File: config.mk
export PLATFORM = sky130hd
export DESIGN_NAME = dual_frame_sync_parser
export DESIGN_NICKNAME = d
export VERILOG_FILES = /design/src/rtl/core/dfsp_pkg.sv /design/src/rtl/core/dual_frame_sync_parser.sv /design/src/rtl/core/dfsp_ram.sv /design/src/rtl/core/dfsp_front.sv /design/src/rtl/core/dfsp_queue.sv /design/src/rtl/core/dfsp_back.sv
export SDC_FILE = /design/constraint.sdc
export NUM_CORES = 2
export LEC_CHECK = 0
export ABC_AREA = 0
export BUFFER_PORTS_ARGS = -buffer_cell sky130_fd_sc_hd__buf_2
export CORE_MARGIN = 5
export CORE_UTILIZATION = 47
export DETAILED_ROUTE_END_ITERATION = 12
export GPL_TIMING_DRIVEN = 0
export PLACE_DENSITY = 0.72
export SLEW_MARGIN = 30
export SYNTH_ARGS = -nofsm -noshare
export SYNTH_HDL_FRONTEND = slang
export SYNTH_SLANG_ARGS = --single-unit
File: constraint.sdc
create_clock -name aclk -period 14.9 [get_ports aclk]
set_clock_uncertainty 0.15 [all_clocks]
set_input_delay 1.49 -clock aclk [delete_from_list [all_inputs] [get_ports aclk]]
set_output_delay 1.49 -clock aclk [all_outputs]
set_load 0.005 [all_outputs]
File: src/rtl/core/dfsp_pkg.sv
package dfsp_pkg;

    // Defaults for the top-level parameters
    localparam int NUM_BINS_DEF     = 64;
    localparam int COUNTER_BITS_DEF = 32;

    // Job queue between parser and output sequencer
    localparam int QUEUE_DEPTH = 4;

    // Stream widths
    localparam int S_TDATA_W  = 48;
    localparam int M_FIELDS_W = 126;
    localparam int M_TDATA_W  = 128;
    localparam int BIN_W      = 16;

    // Sync words
    localparam logic [7:0] LVL_SYNC1  = 8'hAA;
    localparam logic [7:0] LVL_SYNC2  = 8'h55;
    localparam logic [7:0] SPEC_SYNC1 = 8'hDD;
    localparam logic [7:0] SPEC_SYNC2 = 8'h77;

    // Byte positions inside a frame
    localparam logic [2:0] BODY_START   = 3'd2;
    localparam logic [2:0] SPEC_CHK_POS = 3'd5;
    localparam logic [2:0] LVL_CHK_POS  = 3'd7;

    // Forward sequence distances below this count as drops
    localparam logic [7:0] SEQ_HALF = 8'd128;

    // Result kind, also used as job kind (bin kind = full bin run)
    typedef enum logic [1:0] {
        KIND_LEVEL = 2'd0,
        KIND_BIN   = 2'd1,
        KIND_READ  = 2'd2
    } kind_t;

    // Statistics counter selects
    typedef enum logic [2:0] {
        SEL_VALID   = 3'd0,
        SEL_CHKFAIL = 3'd1,
        SEL_SYNCRST = 3'd2,
        SEL_DROP    = 3'd3,
        SEL_REORDER = 3'd4,
        SEL_MAXGAP  = 3'd5,
        SEL_LASTSEQ = 3'd6
    } sel_t;

    // One queued job; fields unused by the kind are zero
    typedef struct packed {
        kind_t       kind;
        logic [7:0]  frame_result;
        logic [7:0]  rms_level;
        logic [7:0]  frame_flags;
        logic [7:0]  sequence_res;
        logic [7:0]  metric_value;
        logic [31:0] receive_time;
        logic [31:0] counter_value;
    } job_t;

    // Bin store write from the parser
    typedef struct packed {
        logic        en;
        logic [7:0]  addr;
        logic [15:0] data;
    } bin_wr_t;

endpackage

File: src/rtl/core/dual_frame_sync_parser.sv
// Serial frame parser with statistics. Each input beat (tuser = command) is
// either a received byte with its millisecond stamp or a counter read; the
// parser takes one beat per clock unless held off and hands jobs through a
// four-entry queue to an output sequencer, so either side may stall on its
// own. A level frame or a counter read gives one result beat (tuser = kind,
// tlast set), offered once the job has been registered in the queue and then
// loaded into the sequencer's output register. A valid spectrum frame for the
// top bin gives NUM_BINS beats, one per clock while ready is high, read in
// turn from the bin memory. The sequencer returns to idle between jobs. The
// input is held off while the queue is full, and the check byte of a spectrum
// frame is held off while an earlier bin run is still queued or being sent.
// The bin memory needs no clearing pass: per-bin valid bits make unwritten
// bins read as zero straight after reset.
module dual_frame_sync_parser #(
    parameter int NUM_BINS     = dfsp_pkg::NUM_BINS_DEF,
    parameter int COUNTER_BITS = dfsp_pkg::COUNTER_BITS_DEF
) (
    input  logic                           aclk,
    input  logic                           aresetn,
    input  logic                           s_tvalid,
    output logic                           s_tready,
    // rx_byte[7:0], time_ms[39:8], counter_select[42:40], zero pad
    input  logic [dfsp_pkg::S_TDATA_W-1:0] s_tdata,
    // command[0]
    input  logic [0:0]                     s_tuser,
    output logic                           m_tvalid,
    input  logic                           m_tready,
    // frame_result[7:0], rms_level[15:8], frame_flags[23:16],
    // sequence_res[31:24], metric_value[39:32], receive_time[71:40],
    // bin_number[77:72], bin_value[93:78], counter_value[125:94], zero pad
    output logic [dfsp_pkg::M_TDATA_W-1:0] m_tdata,
    // kind[1:0]
    output logic [1:0]                     m_tuser,
    output logic                           m_tlast
);
    import dfsp_pkg::*;

    logic    q_push;
    job_t    q_in_job;
    logic    q_full;
    logic    q_pop;
    job_t    q_out_job;
    logic    q_empty;
    bin_wr_t bin_wr;
    logic    dump_done;

    // Parser and statistics
    dfsp_front #(
        .NUM_BINS     (NUM_BINS),
        .COUNTER_BITS (COUNTER_BITS)
    ) u_front (
        .aclk           (aclk),
        .aresetn        (aresetn),
        .s_tvalid       (s_tvalid),
        .s_tready       (s_tready),
        .command        (s_tuser[0]),
        .rx_byte        (s_tdata[7:0]),
        .time_ms        (s_tdata[39:8]),
        .counter_select (s_tdata[42:40]),
        .q_push         (q_push),
        .q_job          (q_in_job),
        .q_full         (q_full),
        .bin_wr         (bin_wr),
        .dump_done      (dump_done)
    );

    // Job queue
    dfsp_queue u_queue (
        .aclk     (aclk),
        .aresetn  (aresetn),
        .push     (q_push),
        .push_job (q_in_job),
        .full     (q_full),
        .pop      (q_pop),
        .pop_job  (q_out_job),
        .empty    (q_empty)
    );

    // Output sequencer with bin memory
    dfsp_back #(
        .NUM_BINS (NUM_BINS)
    ) u_back (
        .aclk      (aclk),
        .aresetn   (aresetn),
        .q_empty   (q_empty),
        .q_job     (q_out_job),
        .q_pop     (q_pop),
        .bin_wr    (bin_wr),
        .dump_done (dump_done),
        .m_tvalid  (m_tvalid),
        .m_tready  (m_tready),
        .m_tdata   (m_tdata),
        .m_tuser   (m_tuser),
        .m_tlast   (m_tlast)
    );

endmodule

File: src/rtl/core/dfsp_ram.sv
module dfsp_ram #(
    parameter int WIDTH = dfsp_pkg::BIN_W,
    parameter int DEPTH = dfsp_pkg::NUM_BINS_DEF
) (
    input  logic                     aclk,
    input  logic                     we,
    input  logic [$clog2(DEPTH)-1:0] waddr,
    input  logic [WIDTH-1:0]         wdata,
    input  logic                     re,
    input  logic [$clog2(DEPTH)-1:0] raddr,
    output logic [WIDTH-1:0]         rdata
);

    logic [WIDTH-1:0] mem [DEPTH];

    // One write port, one registered read port
    always_ff @(posedge aclk) begin
        if (we) begin
            mem[waddr] <= wdata;
        end
        if (re) begin
            rdata <= mem[raddr];
        end
    end

endmodule

File: src/rtl/core/dfsp_front.sv
module dfsp_front #(
    parameter int NUM_BINS     = dfsp_pkg::NUM_BINS_DEF,
    parameter int COUNTER_BITS = dfsp_pkg::COUNTER_BITS_DEF
) (
    input  logic              aclk,
    input  logic              aresetn,
    input  logic              s_tvalid,
    output logic              s_tready,
    input  logic              command,
    input  logic [7:0]        rx_byte,
    input  logic [31:0]       time_ms,
    input  logic [2:0]        counter_select,
    output logic              q_push,
    output dfsp_pkg::job_t    q_job,
    input  logic              q_full,
    output dfsp_pkg::bin_wr_t bin_wr,
    input  logic              dump_done
);
    import dfsp_pkg::*;

    localparam int         CB        = COUNTER_BITS;
    localparam int         DCW       = $clog2(QUEUE_DEPTH + 2);
    localparam logic [8:0] BIN_LIMIT = 9'(NUM_BINS);
    localparam logic [7:0] BIN_LAST  = 8'(NUM_BINS - 1);

    typedef enum logic [2:0] {
        PH_SYNC1,
        PH_SYNC2_LVL,
        PH_SYNC2_SPEC,
        PH_LVL_BODY,
        PH_SPEC_BODY
    } phase_t;

    phase_t          phase_reg, phase_next;
    logic [2:0]      pos_reg, pos_next;
    logic            seen_reg, seen_next;
    logic [7:0]      prev_seq_reg, prev_seq_next;
    logic [31:0]     last_time_reg, last_time_next;
    logic [CB-1:0]   valid_cnt_reg, valid_cnt_next;
    logic [CB-1:0]   chk_cnt_reg, chk_cnt_next;
    logic [CB-1:0]   sync_cnt_reg, sync_cnt_next;
    logic [CB-1:0]   drop_cnt_reg, drop_cnt_next;
    logic [CB-1:0]   reord_cnt_reg, reord_cnt_next;
    logic [CB-1:0]   max_gap_reg, max_gap_next;
    logic [DCW-1:0]  dump_cnt_reg, dump_cnt_next;

    // Body bytes shift in at the top; taps read at fixed places
    logic [7:0]      fb_reg [5];
    logic            fb_shift;

    logic            accept;
    logic            bin_stall;
    logic            dump_push;
    logic [7:0]      lvl_x;
    logic [7:0]      spec_x;
    logic [31:0]     gap32;
    logic [CB-1:0]   gap;
    logic [7:0]      seq_expect;
    logic [7:0]      seq_ahead;

    // Hold the byte that would write the bin store while a bin run is still owed
    assign bin_stall = (phase_reg == PH_SPEC_BODY) && (pos_reg == SPEC_CHK_POS)
                       && (dump_cnt_reg != '0);
    assign s_tready  = !q_full && !bin_stall;
    assign accept    = s_tvalid && s_tready;

    // Check terms, gap and sequence distance
    assign lvl_x      = fb_reg[0] ^ fb_reg[1] ^ fb_reg[2] ^ fb_reg[3] ^ fb_reg[4]
                        ^ LVL_SYNC1 ^ LVL_SYNC2;
    assign spec_x     = fb_reg[2] ^ fb_reg[3] ^ fb_reg[4] ^ SPEC_SYNC1 ^ SPEC_SYNC2;
    assign gap32      = time_ms - last_time_reg;
    assign gap        = CB'(gap32);
    assign seq_expect = prev_seq_reg + 8'd1;
    assign seq_ahead  = fb_reg[3] - seq_expect;

    // Parser and statistics
    always_comb begin
        phase_next     = phase_reg;
        pos_next       = pos_reg;
        seen_next      = seen_reg;
        prev_seq_next  = prev_seq_reg;
        last_time_next = last_time_reg;
        valid_cnt_next = valid_cnt_reg;
        chk_cnt_next   = chk_cnt_reg;
        sync_cnt_next  = sync_cnt_reg;
        drop_cnt_next  = drop_cnt_reg;
        reord_cnt_next = reord_cnt_reg;
        max_gap_next   = max_gap_reg;
        q_push         = 1'b0;
        q_job          = '0;
        bin_wr         = '0;
        dump_push      = 1'b0;
        fb_shift       = 1'b0;

        if (accept) begin
            if (command) begin
                q_push     = 1'b1;
                q_job.kind = KIND_READ;
                case (counter_select)
                    SEL_VALID:   q_job.counter_value = 32'(valid_cnt_reg);
                    SEL_CHKFAIL: q_job.counter_value = 32'(chk_cnt_reg);
                    SEL_SYNCRST: q_job.counter_value = 32'(sync_cnt_reg);
                    SEL_DROP:    q_job.counter_value = 32'(drop_cnt_reg);
                    SEL_REORDER: q_job.counter_value = 32'(reord_cnt_reg);
                    SEL_MAXGAP: begin
                        q_job.counter_value = 32'(max_gap_reg);
                        max_gap_next        = '0;
                    end
                    SEL_LASTSEQ: q_job.counter_value = 32'(prev_seq_reg);
                    default:     q_job.counter_value = '0;
                endcase
            end else begin
                case (phase_reg)
                    PH_SYNC1: begin
                        if (rx_byte == LVL_SYNC1) begin
                            phase_next = PH_SYNC2_LVL;
                        end else if (rx_byte == SPEC_SYNC1) begin
                            phase_next = PH_SYNC2_SPEC;
                        end
                    end
                    PH_SYNC2_LVL: begin
                        if (rx_byte == LVL_SYNC2) begin
                            phase_next = PH_LVL_BODY;
                            pos_next   = BODY_START;
                        end else if (rx_byte != LVL_SYNC1) begin
                            sync_cnt_next = sync_cnt_reg + CB'(1);
                            phase_next    = PH_SYNC1;
                        end
                    end
                    PH_SYNC2_SPEC: begin
                        if (rx_byte == SPEC_SYNC2) begin
                            phase_next = PH_SPEC_BODY;
                            pos_next   = BODY_START;
                        end else if (rx_byte != SPEC_SYNC1) begin
                            sync_cnt_next = sync_cnt_reg + CB'(1);
                            phase_next    = PH_SYNC1;
                        end
                    end
                    PH_LVL_BODY: begin
                        if (pos_reg == LVL_CHK_POS) begin
                            phase_next = PH_SYNC1;
                            if (lvl_x != rx_byte) begin
                                chk_cnt_next = chk_cnt_reg + CB'(1);
                            end else begin
                                valid_cnt_next = valid_cnt_reg + CB'(1);
                                // zero time stamp means no earlier frame
                                if ((last_time_reg != '0) && (gap > max_gap_reg)) begin
                                    max_gap_next = gap;
                                end
                                last_time_next = time_ms;
                                // first frame only records its sequence
                                if (!seen_reg) begin
                                    seen_next = 1'b1;
                                end else if (fb_reg[3] != seq_expect) begin
                                    if (seq_ahead < SEQ_HALF) begin
                                        drop_cnt_next = drop_cnt_reg + CB'(seq_ahead);
                                    end else begin
                                        reord_cnt_next = reord_cnt_reg + CB'(1);
                                    end
                                end
                                prev_seq_next      = fb_reg[3];
                                q_push             = 1'b1;
                                q_job.kind         = KIND_LEVEL;
                                q_job.frame_result = fb_reg[0];
                                q_job.rms_level    = fb_reg[1];
                                q_job.frame_flags  = fb_reg[2];
                                q_job.sequence_res = fb_reg[3];
                                q_job.metric_value = fb_reg[4];
                                q_job.receive_time = time_ms;
                            end
                        end else begin
                            fb_shift = 1'b1;
                            pos_next = pos_reg + 3'd1;
                        end
                    end
                    PH_SPEC_BODY: begin
                        if (pos_reg == SPEC_CHK_POS) begin
                            phase_next = PH_SYNC1;
                            if (spec_x != rx_byte) begin
                                chk_cnt_next = chk_cnt_reg + CB'(1);
                            end else if ({1'b0, fb_reg[2]} < BIN_LIMIT) begin
                                bin_wr.en   = 1'b1;
                                bin_wr.addr = fb_reg[2];
                                bin_wr.data = {fb_reg[4], fb_reg[3]};
                                // top bin sends the whole store
                                if (fb_reg[2] == BIN_LAST) begin
                                    q_push     = 1'b1;
                                    q_job.kind = KIND_BIN;
                                    dump_push  = 1'b1;
                                end
                            end
                        end else begin
                            fb_shift = 1'b1;
                            pos_next = pos_reg + 3'd1;
                        end
                    end
                    default: phase_next = PH_SYNC1;
                endcase
            end
        end

        dump_cnt_next = dump_cnt_reg + DCW'(dump_push) - DCW'(dump_done);
    end

    // State and counters
    always_ff @(posedge aclk) begin
        if (!aresetn) begin
            phase_reg     <= PH_SYNC1;
            pos_reg       <= '0;
            seen_reg      <= 1'b0;
            prev_seq_reg  <= '0;
            last_time_reg <= '0;
            valid_cnt_reg <= '0;
            chk_cnt_reg   <= '0;
            sync_cnt_reg  <= '0;
            drop_cnt_reg  <= '0;
            reord_cnt_reg <= '0;
            max_gap_reg   <= '0;
            dump_cnt_reg  <= '0;
        end else begin
            phase_reg     <= phase_next;
            pos_reg       <= pos_next;
            seen_reg      <= seen_next;
            prev_seq_reg  <= prev_seq_next;
            last_time_reg <= last_time_next;
            valid_cnt_reg <= valid_cnt_next;
            chk_cnt_reg   <= chk_cnt_next;
            sync_cnt_reg  <= sync_cnt_next;
            drop_cnt_reg  <= drop_cnt_next;
            reord_cnt_reg <= reord_cnt_next;
            max_gap_reg   <= max_gap_next;
            dump_cnt_reg  <= dump_cnt_next;
        end
    end

    // Frame body shift line
    always_ff @(posedge aclk) begin
        if (fb_shift) begin
            for (int i = 0; i < 4; i++) begin
                fb_reg[i] <= fb_reg[i + 1];
            end
            fb_reg[4] <= rx_byte;
        end
    end

    // Bin store must never change under a pending or running bin run
    assert property (@(posedge aclk) disable iff (!aresetn)
        bin_wr.en |-> (dump_cnt_reg == '0))
        else $error("bin write while a bin run is outstanding");

    assert property (@(posedge aclk) disable iff (!aresetn)
        q_push |-> !q_full)
        else $error("job pushed into a full queue");

    assert property (@(posedge aclk) disable iff (!aresetn)
        dump_done |-> (dump_cnt_reg != '0))
        else $error("bin run finished with none outstanding");

endmodule

File: src/rtl/core/dfsp_queue.sv
module dfsp_queue (
    input  logic           aclk,
    input  logic           aresetn,
    input  logic           push,
    input  dfsp_pkg::job_t push_job,
    output logic           full,
    input  logic           pop,
    output dfsp_pkg::job_t pop_job,
    output logic           empty
);
    import dfsp_pkg::*;

    localparam int PW = $clog2(QUEUE_DEPTH);
    localparam int CW = $clog2(QUEUE_DEPTH + 1);

    job_t          mem_reg [QUEUE_DEPTH];
    logic [PW-1:0] wr_ptr_reg, wr_ptr_next;
    logic [PW-1:0] rd_ptr_reg, rd_ptr_next;
    logic [CW-1:0] count_reg, count_next;

    assign full    = (count_reg == CW'(QUEUE_DEPTH));
    assign empty   = (count_reg == '0);
    assign pop_job = mem_reg[rd_ptr_reg];

    // Pointer wrap and fill level
    always_comb begin
        wr_ptr_next = wr_ptr_reg;
        rd_ptr_next = rd_ptr_reg;
        if (push) begin
            wr_ptr_next = (wr_ptr_reg == PW'(QUEUE_DEPTH - 1)) ? '0 : wr_ptr_reg + 1'b1;
        end
        if (pop) begin
            rd_ptr_next = (rd_ptr_reg == PW'(QUEUE_DEPTH - 1)) ? '0 : rd_ptr_reg + 1'b1;
        end
        count_next = count_reg + CW'(push) - CW'(pop);
    end

    always_ff @(posedge aclk) begin
        if (!aresetn) begin
            wr_ptr_reg <= '0;
            rd_ptr_reg <= '0;
            count_reg  <= '0;
        end else begin
            wr_ptr_reg <= wr_ptr_next;
            rd_ptr_reg <= rd_ptr_next;
            count_reg  <= count_next;
        end
    end

    // Entry storage
    always_ff @(posedge aclk) begin
        if (push) begin
            mem_reg[wr_ptr_reg] <= push_job;
        end
    end

endmodule

File: src/rtl/core/dfsp_back.sv
module dfsp_back #(
    parameter int NUM_BINS = dfsp_pkg::NUM_BINS_DEF
) (
    input  logic                           aclk,
    input  logic                           aresetn,
    input  logic                           q_empty,
    input  dfsp_pkg::job_t                 q_job,
    output logic                           q_pop,
    input  dfsp_pkg::bin_wr_t              bin_wr,
    output logic                           dump_done,
    output logic                           m_tvalid,
    input  logic                           m_tready,
    output logic [dfsp_pkg::M_TDATA_W-1:0] m_tdata,
    output logic [1:0]                     m_tuser,
    output logic                           m_tlast
);
    import dfsp_pkg::*;

    localparam int          AW       = $clog2(NUM_BINS);
    localparam logic [AW-1:0] LAST_IDX = AW'(NUM_BINS - 1);
    localparam int          PAD_W    = M_TDATA_W - M_FIELDS_W;

    typedef enum logic [1:0] {
        ST_IDLE,
        ST_SINGLE,
        ST_DUMP
    } state_t;

    state_t               state_reg;
    logic                 m_tvalid_reg;
    job_t                 job_reg;
    logic [AW-1:0]        idx_reg;
    logic                 ok_reg;
    logic [NUM_BINS-1:0]  bin_valid_reg;

    logic                 re;
    logic [AW-1:0]        raddr;
    logic [BIN_W-1:0]     rdata;
    logic                 is_bin;
    logic [5:0]           bin_idx_out;
    logic [BIN_W-1:0]     bin_val_out;

    // Bin store; entries not yet written read as zero via the valid bits
    dfsp_ram #(
        .WIDTH (BIN_W),
        .DEPTH (NUM_BINS)
    ) u_bin_ram (
        .aclk  (aclk),
        .we    (bin_wr.en),
        .waddr (AW'(bin_wr.addr)),
        .wdata (bin_wr.data),
        .re    (re),
        .raddr (raddr),
        .rdata (rdata)
    );

    // Job fetch and bin read address
    always_comb begin
        q_pop     = (state_reg == ST_IDLE) && !q_empty;
        re        = 1'b0;
        raddr     = '0;
        dump_done = 1'b0;
        if (q_pop && (q_job.kind == KIND_BIN)) begin
            re = 1'b1;
        end
        if ((state_reg == ST_DUMP) && m_tready) begin
            if (idx_reg == LAST_IDX) begin
                dump_done = 1'b1;
            end else begin
                re    = 1'b1;
                raddr = idx_reg + 1'b1;
            end
        end
    end

    // Output sequencer
    always_ff @(posedge aclk) begin
        if (!aresetn) begin
            state_reg     <= ST_IDLE;
            m_tvalid_reg  <= 1'b0;
            bin_valid_reg <= '0;
        end else begin
            if (bin_wr.en) begin
                bin_valid_reg[AW'(bin_wr.addr)] <= 1'b1;
            end
            case (state_reg)
                ST_IDLE: begin
                    if (q_pop) begin
                        job_reg      <= q_job;
                        idx_reg      <= '0;
                        m_tvalid_reg <= 1'b1;
                        state_reg    <= (q_job.kind == KIND_BIN) ? ST_DUMP : ST_SINGLE;
                    end
                end
                ST_SINGLE: begin
                    if (m_tready) begin
                        m_tvalid_reg <= 1'b0;
                        state_reg    <= ST_IDLE;
                    end
                end
                ST_DUMP: begin
                    if (m_tready) begin
                        if (idx_reg == LAST_IDX) begin
                            m_tvalid_reg <= 1'b0;
                            state_reg    <= ST_IDLE;
                        end else begin
                            idx_reg <= idx_reg + 1'b1;
                        end
                    end
                end
                default: begin
                    m_tvalid_reg <= 1'b0;
                    state_reg    <= ST_IDLE;
                end
            endcase
            if (re) begin
                ok_reg <= bin_valid_reg[raddr];
            end
        end
    end

    // Beat assembly, lowest field first
    assign is_bin      = (job_reg.kind == KIND_BIN);
    assign bin_idx_out = is_bin ? 6'(idx_reg) : '0;
    assign bin_val_out = (is_bin && ok_reg) ? rdata : '0;

    assign m_tvalid = m_tvalid_reg;
    assign m_tuser  = job_reg.kind;
    assign m_tlast  = !is_bin || (idx_reg == LAST_IDX);
    assign m_tdata  = {{PAD_W{1'b0}}, job_reg.counter_value, bin_val_out, bin_idx_out,
                       job_reg.receive_time, job_reg.metric_value, job_reg.sequence_res,
                       job_reg.frame_flags, job_reg.rms_level, job_reg.frame_result};

    assert property (@(posedge aclk) disable iff (!aresetn)
        (state_reg == ST_DUMP && m_tready && idx_reg != LAST_IDX)
        |=> (idx_reg == $past(idx_reg) + 1'b1) && m_tvalid)
        else $error("bin run skipped or lost a beat");

    assert property (@(posedge aclk) disable iff (!aresetn)
        (state_reg == ST_IDLE) |-> !m_tvalid)
        else $error("beat offered with no job loaded");

    assert property (@(posedge aclk) disable iff (!aresetn)
        bin_wr.en |-> (state_reg != ST_DUMP))
        else $error("bin store written during a bin run");

endmodule
==> metrics <==
run status=finished, final reports clean; Port Buffers=175; post_cts resized=0; max reg flops=1024; gr ovfl total=0; Die Footprint=178300 um2; Post-Synth XOR/XNOR Area=2.383%; count of pins over their slew limit=0; placed wire-length estimate=169300 um; # fillers=13380; routability cong.=0.9876; Slowest cell on crit path=a221oi_1; Non-Filler Instances=8519; switch share=25.60%; final design utilization=53.91%; pwr dens=135.1 nW/um2; Cells after DPL=8145; share of the synthesized area in the top cell type=60.80%; Worst Hold Class=reg -> reg; combinational power share=12.1%; Mapped Cells=5676; post-cts hold buffer count=0; antenna violations before repair=25; crit path kind=in -> reg; CTS root buffer=clkbuf_16; adder-cell area share of the yosys netlist=1.629%; Startpoint Class=input port; Final setup viols=0; worst-path cell chain=buf_2 -> inv_1 -> ha_1 -> inv_1 -> fa_1 -> a21o_1 -> a221oi_1 -> o31a_1 -> a21oi_1 -> a21o_1 -> and4_1 -> or3_1 -> and2_1 -> ha_1 -> nand4_1 -> or2_2 -> nor4_1 -> o41ai_1 -> a311oi_4 -> a21oi_1 -> clkbuf_1 -> a32oi_1 -> nand2_1; layout cells sized above 1=13.69%; DRT Wirelength=237700 um; top post-synthesis cells by area=edfxtp_1 61%, dfxtp_1 8.0%, mux4_2 4.9%; synthesis-stage register bit count=1935; Int Pwr=0.009161 W; slew at the pin closest to its max-slew limit=1.118 ns; area grow syn2layout=14.14%; sequential-to-total area share from yosys stat=68.77%; boundary pin count=186; Commonest cells post-synth=1617 x edfxtp_1, 433 x nand2_1, 356 x nor2_1, 318 x dfxtp_1, 311 x clkbuf_1; power share of the sequential group=49.3%; largest net degree at the start of global routing=65; row count=151; Crit path largest cell delay=0.53 ns; Post-synth ARST share=0%; Starting DRT DRC Count=7827; fin crit share=46.20%; Leak=27.38 nW; Critical Path Fanout Max=10; Mapped Area=79860 um2; GRT Total Usage=25.95%; Period minus WS final=6.883 ns; Crit path required time=15.46 ns; vias in the first global route=50080; Initial DRT Pass Iterations=6; H-tree levels=4; Vias=53000; mux share of post-synthesis cell area=5.289%; die span in x=422.2 um; number of synthesized flops with an enable pin=1617; CP endpoint kind=register; f_max=145.3 MHz; drc violations=0; Yosys top cell by area=edfxtp_1; Synth Area in Compound Gates=9.831%; Vias/cell=6.221; Cell variety after synth=86; first-pass GRT wire length=342500 um; RSZ-0062 raised after global routing=false; Die Ht=422.2 um; Synthesis Warnings=0; final hold violations=0; Core ar.=169100 um2; largest family of logic cells by synthesized area=compound AO/OA/AOI/OAI gates; Synth Flop Type=edfxtp_1; Starting Density=47.23%; CTS clk-pin slew, worst paths=0.06 ns; post-synthesis simple-gate area fraction=9.792%; Post-CTS Setup Inserts=0; antenna-violating nets left=0; sw power=0.003153 W; Slew headroom=25.45%; Max Root-Sink Buffers=3; worst vdd ir=0.1292 mV; setup TNS=0 ns; CTS Sinks=1935; WL/cell=27.90 um; Clock Power Share=38.6%; CTS buffer count=190; Avg Inst Size Synth=14.07 um2; NumNets Final=6273; max_cap viols=0; worst path arrival time=7.44 ns; TritonCTS clock tree=built; most common cell in the synthesized netlist=edfxtp_1; clk_lat worst skew=0.88 ns
-- kinds of logic after synthesis --
group,Yosys count
flops,1935
simple gates,1558
compound gates,1197
buf+inv,478
xor+xnor,203
mux,203
fa+ha+maj,101
other cells,1
-- final cells by class --
cell class / instances / area [um2] / area share [%]
plain buffers: 360 / 1415 / 1.553
clock buffers: 265 / 5136 / 5.635
inverters: 118 / 442.9 / 0.4859
clock inverters: 96 / 1026 / 1.126
flip-flops and latches: 1935 / 54920 / 60.26
well taps: 2218 / 2775 / 3.045
diodes: 13 / 32.53 / 0.03569
multi-input cells: 3264 / 23510 / 25.79
repair buffers: 250 / 1893 / 2.077
-- path summary, 6_finish.rpt --
check | start | end | slack, ns | depth (start not counted)
min reg2reg | u_front.fb_reg[0][20]$_DFFE_PP_ | u_front.fb_reg[0][12]$_DFFE_PP_ | 0.31 | 0
min | u_front.fb_reg[0][20]$_DFFE_PP_ | u_front.fb_reg[0][12]$_DFFE_PP_ | 0.31 | 0
max | s_tdata[8] | u_front.max_gap_reg[28]$_SDFFE_PN0P_ | 8.02 | 23
max reg2reg | u_front.last_time_reg[0]$_SDFFE_PN0P_ | u_front.max_gap_reg[28]$_SDFFE_PN0P_ | 8.51 | 21
-- critical path, delay by kind of cell --
family                   cells  cell delay, ns
buffers and inverters        4            0.62
AND/OR/NAND/NOR              7            1.73
adder cells (fa/ha/maj)      3            0.91
AO/OA/AOI/OAI                9            2.68
-- stage by stage --
stage | setup WS [ns] | power (W) | instance area [um2] | hold slack, ns
5_1_grt | 7.726 | 0.01268 | 91140 | 0.3124
3_3_place_gp | -3.536 | 0.007658 | 83520 | 0.2822
6_report | 8.017 | 0.01231 | 91150 | 0.3054
3_5_place_dp | 7.233 | 0.007655 | 84940 | 0.2842
2_1_floorplan | 1.669 | 0.007036 | 79860 | 0.2706
4_1_cts | 8.113 | 0.01233 | 91100 | 0.3012
-- routing by layer --
| metal | GRT usage [%] | share of wire, % | vias to the layer above |
|---|---|---|---|
| li1 | - | - | 22740 |
| met1 | 36.57 | 40 | 26530 |
| met2 | 38.35 | 44 | 3198 |
| met3 | 6.972 | 12 | 514 |
| met4 | 10.81 | 4.2 | 16 |
| met5 | 0 | 0.045 | - |
-- placed cells by master (no fill, tap or decap), types with 96 or more instances in the layout --
cell | synthesis | layout
buf_2 | 17 | 213
xnor2_1 | 121 | 121
and3_1 | 145 | 128
clkbuf_1 | 311 | 365
nor2_1 | 356 | 290
and2_1 | 161 | 157
inv_1 | 116 | 116
clkbuf_16 | 0 | 190
a31oi_1 | 173 | 173
o22ai_1 | 174 | 174
nand2_1 | 433 | 433
a21oi_1 | 142 | 142
o21ai_0 | 179 | 179
o211ai_1 | 143 | 143
a211oi_1 | 142 | 142
ha_1 | 96 | 96
or3_1 | 158 | 158
mux4_2 | 175 | 175
dfxtp_1 | 318 | 318
edfxtp_1 | 1617 | 1617
-- power by group through the flow --
stage / sequential (W) / combinational (W) / clock, W
floorplan: 0.00622 / 0.000816 / 0
global placement: 0.00625 / 0.00141 / 0
detailed placement: 0.00619 / 0.00146 / 0
CTS: 0.00608 / 0.00147 / 0.00478
global route: 0.00609 / 0.00157 / 0.00503
finish: 0.00607 / 0.00149 / 0.00475
Power figures use the tool's default switching activity.
